<file path="src/rtl/ami_pkg.sv">
// Shared constants and types for the affine 2x3 matrix inverse.
package ami_pkg;

    localparam int COEF_WIDTH_DEF = 32;
    localparam int FRAC_BITS_DEF  = 16;
    localparam int NUM_LANES      = 6;

    // Lane order of the six quotients
    localparam int LANE_A = 0;
    localparam int LANE_B = 1;
    localparam int LANE_C = 2;
    localparam int LANE_D = 3;
    localparam int LANE_E = 4;
    localparam int LANE_F = 5;

    // Per-word flags carried down the divider pipeline
    typedef struct packed {
        logic                 sing;
        logic [NUM_LANES-1:0] ovf;
        logic [NUM_LANES-1:0] neg;
    } ami_flags_t;

endpackage

</file>
<file path="src/rtl/ami_div_stage.sv">
// One restoring-division step for all six lanes, with its pipeline register.
module ami_div_stage #(
    parameter int COEF_WIDTH = 32
) (
    input  logic                                            aclk,
    input  logic                                            aresetn,
    input  logic                                            in_valid,
    output logic                                            in_ready,
    input  logic [ami_pkg::NUM_LANES-1:0][2*COEF_WIDTH-1:0] in_rem,
    input  logic [ami_pkg::NUM_LANES-1:0][COEF_WIDTH:0]     in_lq,
    input  logic [2*COEF_WIDTH-1:0]                         in_dm,
    input  ami_pkg::ami_flags_t                             in_flags,
    output logic                                            out_valid,
    input  logic                                            out_ready,
    output logic [ami_pkg::NUM_LANES-1:0][2*COEF_WIDTH-1:0] out_rem,
    output logic [ami_pkg::NUM_LANES-1:0][COEF_WIDTH:0]     out_lq,
    output logic [2*COEF_WIDTH-1:0]                         out_dm,
    output ami_pkg::ami_flags_t                             out_flags
);
    import ami_pkg::*;

    localparam int RW = 2 * COEF_WIDTH;
    localparam int QB = COEF_WIDTH + 1;

    logic                         v_reg;
    logic                         ld;
    logic [NUM_LANES-1:0][RW-1:0] rem_reg, rem_next;
    logic [NUM_LANES-1:0][QB-1:0] lq_reg, lq_next;
    logic [RW-1:0]                dm_reg;
    ami_flags_t                   flags_reg;
    logic [NUM_LANES-1:0][RW-1:0] rem_sh;
    logic [NUM_LANES-1:0][RW:0]   diff;

    assign ld        = !v_reg || out_ready;
    assign in_ready  = ld;
    assign out_valid = v_reg;

    // Shift in the next numerator bit, subtract when it fits
    always_comb begin
        for (int i = 0; i < NUM_LANES; i++) begin
            rem_sh[i]   = {in_rem[i][RW-2:0], in_lq[i][QB-1]};
            diff[i]     = {1'b0, rem_sh[i]} - {1'b0, in_dm};
            rem_next[i] = diff[i][RW] ? rem_sh[i] : diff[i][RW-1:0];
            lq_next[i]  = {in_lq[i][QB-2:0], !diff[i][RW]};
        end
    end

    always_ff @(posedge aclk) begin
        if (!aresetn) begin
            v_reg <= 1'b0;
        end else if (ld) begin
            v_reg <= in_valid;
        end
    end

    always_ff @(posedge aclk) begin
        if (ld) begin
            rem_reg   <= rem_next;
            lq_reg    <= lq_next;
            dm_reg    <= in_dm;
            flags_reg <= in_flags;
        end
    end

    assign out_rem   = rem_reg;
    assign out_lq    = lq_reg;
    assign out_dm    = dm_reg;
    assign out_flags = flags_reg;

endmodule

</file>
<file path="config.mk">
export PLATFORM = sky130hd
export DESIGN_NAME = ami_div_stage
export DESIGN_NICKNAME = d
export VERILOG_FILES = /design/src/rtl/ami_pkg.sv /design/src/rtl/ami_div_stage.sv
export SDC_FILE = /design/constraint.sdc
export NUM_CORES = 2
export LEC_CHECK = 0
export CAP_MARGIN = 10
export CORE_AREA = 3 3 517 519
export DETAILED_ROUTE_END_ITERATION = 8
export DIE_AREA = 0 0 520 522
export DONT_BUFFER_PORTS = 1
export SYNTH_ARGS = -nofsm -noshare
export SYNTH_HDL_FRONTEND = slang
export SYNTH_SLANG_ARGS = --single-unit
export TNS_END_PERCENT = 20
</file>
<file path="constraint.sdc">
create_clock -name aclk -period 20.6 [get_ports aclk]
set_input_delay 3.09 -clock aclk [delete_from_list [all_inputs] [get_ports aclk]]
set_output_delay 3.09 -clock aclk [all_outputs]
set_load 0.05 [all_outputs]
</file>
==> Word level (Yosys, flattened, before mapping) <==
Cells that the tools add are included.
{ "totals": {"register_bits": 660, "input_bits": 663, "out_inout_bits": 661, "wordCells": 37} }
{ "classes": {"addsub": 6, "mux": 6, "reduce_logical": 8} }
{ "op_table": {"columns": ["op", "count"], "rows": [
  ["$sub 64x64->65", 6],
  ["$mux 64", 6],
  ["$logic_not 1->1", 7],
  ["$logic_or 1x1->1", 1]
]} }

==> Logic depth before layout (Yosys ltp) <==
{ "depth": {"ltp_word": 2, "mapped_depth": 19, "depth_no_buf": 16} }

==> Worst setup path after synthesis <==
OpenSTA, ideal clock, no wires.
{ "synth_path": {"path_type": "input -> output", "startpoint": "in out_ready", "endpoint": "out in_ready", "arrival_ns": 19.135, "required_time_ns": 17.510, "setup_slack_ns": -1.625, "path_stages": 1, "path_buffers": 0, "cell_sequence": "nand2b_1"} }
{ "synth_between": {"elab_chain_len": 1} }
{ "synth_rtl": {"columns": ["item", "line", "text"], "rows": [
  ["start: declaration", "ami_div_stage.sv:14", "input logic out_ready,"],
  ["$logic_or 1x1->1", "ami_div_stage.sv:34", "assign ld = !v_reg || out_ready;"],
  ["end: declaration", "ami_div_stage.sv:8", "output logic in_ready,"]
]} }
No other way between the ends.

==> insert_results.sql <==
INSERT INTO impl_metrics (metric_group, metric, value, unit) VALUES
('drt', 'drt_iter0_markers', '3345', ''),
('power_and_ir_drop', 'combPwrFrac', '19.6', '%'),
('global_routing', 'antenna_found_initial', '150', ''),
('sta', 'fin_crit', '9170', 'ps'),
('clocking', 'post_cts_resized', '0', ''),
('die', 'row_count', '188', ''),
('clocking', 'tritoncts', 'yes', ''),
('critical_path', 'worstSetupStartpointType', 'input pin', ''),
('power_and_ir_drop', 'totalPowerFinal', '5.44', 'mW'),
('layout', 'layout_common_cells', '659 x sky130_fd_sc_hd__edfxtp_1, 531 x sky130_fd_sc_hd__a21oi_1, 442 x sky130_fd_sc_hd__nand2_1', ''),
('power_and_ir_drop', 'leakage', '20.6', 'nW'),
('power_and_ir_drop', 'power.switching_fraction', '41.6', '%'),
('hold_path', 'worst_hold_startpoint', 'out_valid', ''),
('layout', 'final_common_cell', 'sky130_fd_sc_hd__edfxtp_1', ''),
('place', 'routabilityCongestion', '0.953', ''),
('clocking', 'cts.root.buffer_cell', 'sky130_fd_sc_hd__clkbuf_16', ''),
('sta', 'setup-violations-final', '0', ''),
('critical_path', 'data_arrival_time_of_the_critical_path', '9720', 'ps'),
('hold_path', 'holdCritPathClass', 'register to register', ''),
('layout', 'area_growth', '17.4', '%'),
('die', 'top_level_ports', '1324', ''),
('drt', 'detail_route.first_pass.iterations', '6', ''),
('power_and_ir_drop', 'power.density_cell_area', '104', 'nW/um^2'),
('yosys', 'sequential_element_share_of_the_synthesized_area', '44.3', '%'),
('yosys', 'synth_edf_count', '659', ''),
('sta', 'layout_worst_path_cycle_share', '44.5', '%'),
('drt', 'remaining_drc_errors', '0', ''),
('clocking', 'clkSinkCount', '660', ''),
('yosys', 'synth_warnings', '0', ''),
('die', 'start_util', '17.0', '%'),
('critical_path', 'timing.rr.start', 'out_valid', ''),
('clocking', 'cts.repair_timing.setup_buffer_count', '0', ''),
('critical_path', 'worst_setup_path_start', 'in_dm[12]', ''),
('sta', 'drv_slew', '0', ''),
('sta', 'rsz0062_at_grt', 'false', ''),
('layout', 'cell_count_final_fillers_out', '8182', ''),
('clocking', 'cts-buffers-inserted', '96', ''),
('global_routing', 'grt_pass1_vias', '36600', ''),
('place', 'place_inst', '7953', ''),
('clocking', 'cts_max_path_buffers', '4', ''),
('yosys', 'synthesis.area', '44700', 'sq um'),
('yosys', 'synth_cell_type_count', '90', ''),
('power_and_ir_drop', 'p_int', '3.18', 'mW'),
('global_routing', 'gr-usage-all-layers', '20.0', '%'),
('global_routing', 'grt_max_degree', '111', ''),
('power_and_ir_drop', 'power_frac_clock', '33.6', '%'),
('die', 'die_area', '271000', 'sq um'),
('clocking', 'cts.htree.levels', '3', ''),
('yosys', 'async_reset_ff_share', '0', '%'),
('yosys', 'synthCells', '4550', ''),
('layout', 'postLayoutCellArea', '52500', 'sq um'),
('place', 'place.detailed.hpwl', '242000', 'um'),
('die', 'die_x', '520', 'um'),
('drt', 'route.detailed.wl_per_inst', '34.9', 'um'),
('layout', 'drive_gt1_share', '7.15', '%'),
('flow_run', 'timing.max_cap.violations', '0', ''),
('clocking', 'clk-insertion-delay-late', '800', 'ps'),
('status', 'status', 'complete, no violations', ''),
('sta', 'setup_tns', '0', 'ps'),
('die', 'core_region_area', '263000', 'sq um'),
('yosys', 'synth-seq-cells', '660', ''),
('global_routing', 'global_route.overflow_total', '0', ''),
('critical_path', 'timing.critical_path.required', '21140', 'ps'),
('drt', 'detailroute.via_count', '38100', ''),
('power_and_ir_drop', 'seq_power_share', '46.8', '%'),
('yosys', 'mappedNetlistNets', '5603', ''),
('clocking', 'clk_transition_reported_paths', '70', 'ps'),
('sta', 'hold_viol_final', '0', ''),
('critical_path', 'timing_worst_setup_path_type', 'input pin to register', ''),
('global_routing', 'grt_first_pass_wirelength', '361000', 'um'),
('sta', 'max-slew-margin-rel', '18.2', '%');
## cells by family after synthesis
group                    synth area share, %
AND/OR/NAND/NOR                         12.1
AO/OA/AOI/OAI                           21.5
XOR/XNOR                                6.94
multiplexers                           0.831
adder cells (fa/ha/maj)                 11.0
buffers and inverters                   3.30
flip-flops                              44.3
## final cells by class
cell class                 instances  area, sq um
fill                           28800       210000
multi-input combinational       3531        23500
sequential                       660        19800
tap                             3515         4400
clock buffer                     104         2470
clock inverter                    71          910
timing repair buffer              83          636
inverter                         164          616
antenna                           54          135
## registers in the layout, summed over array words and instances (netlist names)
name / cells
out_lq: 198
out_dm: 64
out_flags: 13
out_valid: 1
out_rem: 384
## power groups by stage
stage	combinational [mW]	sequential (mW)	clock (mW)
final	1.07	2.55	1.83
after global routing	1.16	2.56	1.93
after CTS	1.06	2.57	1.89
after detailed placement	1.05	2.59	0
after global placement	1.05	2.59	0
after floorplan	0.717	2.43	0
## final timing paths
check / to / slack, ps / cells past startpoint
max: out_rem[17] / 11430 / 17
min: out_dm[30] / 1400 / 1
max reg2reg: out_lq[17] / 15740 / 5
min reg2reg: out_dm[30] / 1400 / 1
## through the flow
step / setup slack [ps] / hold slack (ps) / util (%)
finish: 11430 / 1400 / 20.0
CTS: 11120 / 1400 / 19.9
global placement: 10210 / 1400 / 18.7
floorplan: 6060 / 3190 / -
global route: 10980 / 1450 / 20.0
detailed placement: 10230 / 1400 / 18.7
## cells in the mapped netlist, drive strengths merged, types with 10 or more instances
| cell type | instances | area share (%) |
|---|---|---|
| nor3 | 47 | 0.53 |
| clkbuf | 143 | 1.2 |
| a211oi | 16 | 0.28 |
| a221o | 14 | 0.31 |
| and2 | 18 | 0.25 |
| o211ai | 22 | 0.37 |
| nor2 | 344 | 2.9 |
| nand2b | 42 | 0.59 |
| inv | 164 | 1.4 |
| nand4 | 80 | 1.1 |
| and4 | 10 | 0.20 |
| nand3 | 78 | 0.87 |
| o21a | 34 | 0.57 |
| a31oi | 58 | 0.85 |
| xor2 | 156 | 3.1 |
| edfxtp | 659 | 44 |
| mux2 | 33 | 0.83 |
| nand2 | 442 | 3.7 |
| a21oi | 536 | 6.1 |
| or3 | 12 | 0.17 |
| a31o | 10 | 0.20 |
| or2 | 10 | 0.14 |
| o31ai | 19 | 0.32 |
| a221oi | 17 | 0.33 |
| a21o | 248 | 4.2 |
| buf | 52 | 0.71 |
| a21boi | 21 | 0.35 |
| ha | 384 | 11 |
| o21ai | 410 | 4.6 |
| nor2b | 45 | 0.63 |
| xnor2 | 198 | 3.9 |
| and3 | 38 | 0.53 |
| o21bai | 60 | 1.0 |
## critical path, cell delays in order
cell and delay, ps:
sky130_fd_sc_hd__inv_1 20, sky130_fd_sc_hd__buf_4 200, sky130_fd_sc_hd__ha_1 600, sky130_fd_sc_hd__nand4_1 480
sky130_fd_sc_hd__nor4_1 430, sky130_fd_sc_hd__o311ai_1 230, sky130_fd_sc_hd__nand3_1 470, sky130_fd_sc_hd__o2111ai_1 440
sky130_fd_sc_hd__nand3_1 390, sky130_fd_sc_hd__a311oi_1 260, sky130_fd_sc_hd__o31ai_1 540, sky130_fd_sc_hd__a21o_1 240
sky130_fd_sc_hd__nand2_1 120, sky130_fd_sc_hd__o21ai_4 510, sky130_fd_sc_hd__buf_4 410, sky130_fd_sc_hd__buf_4 730
sky130_fd_sc_hd__mux2_2 430
## metal layers
metal | vias up | routed length [um] | track usage [%]
met5 | - | 714 | 0
met4 | 110 | 16500 | 10.1
met3 | 552 | 31600 | 9.03
met2 | 2147 | 141000 | 35.0
met1 | 18300 | 96300 | 19.9
li1 | 17000 | - | -
(Power assumes the default switching activity.)
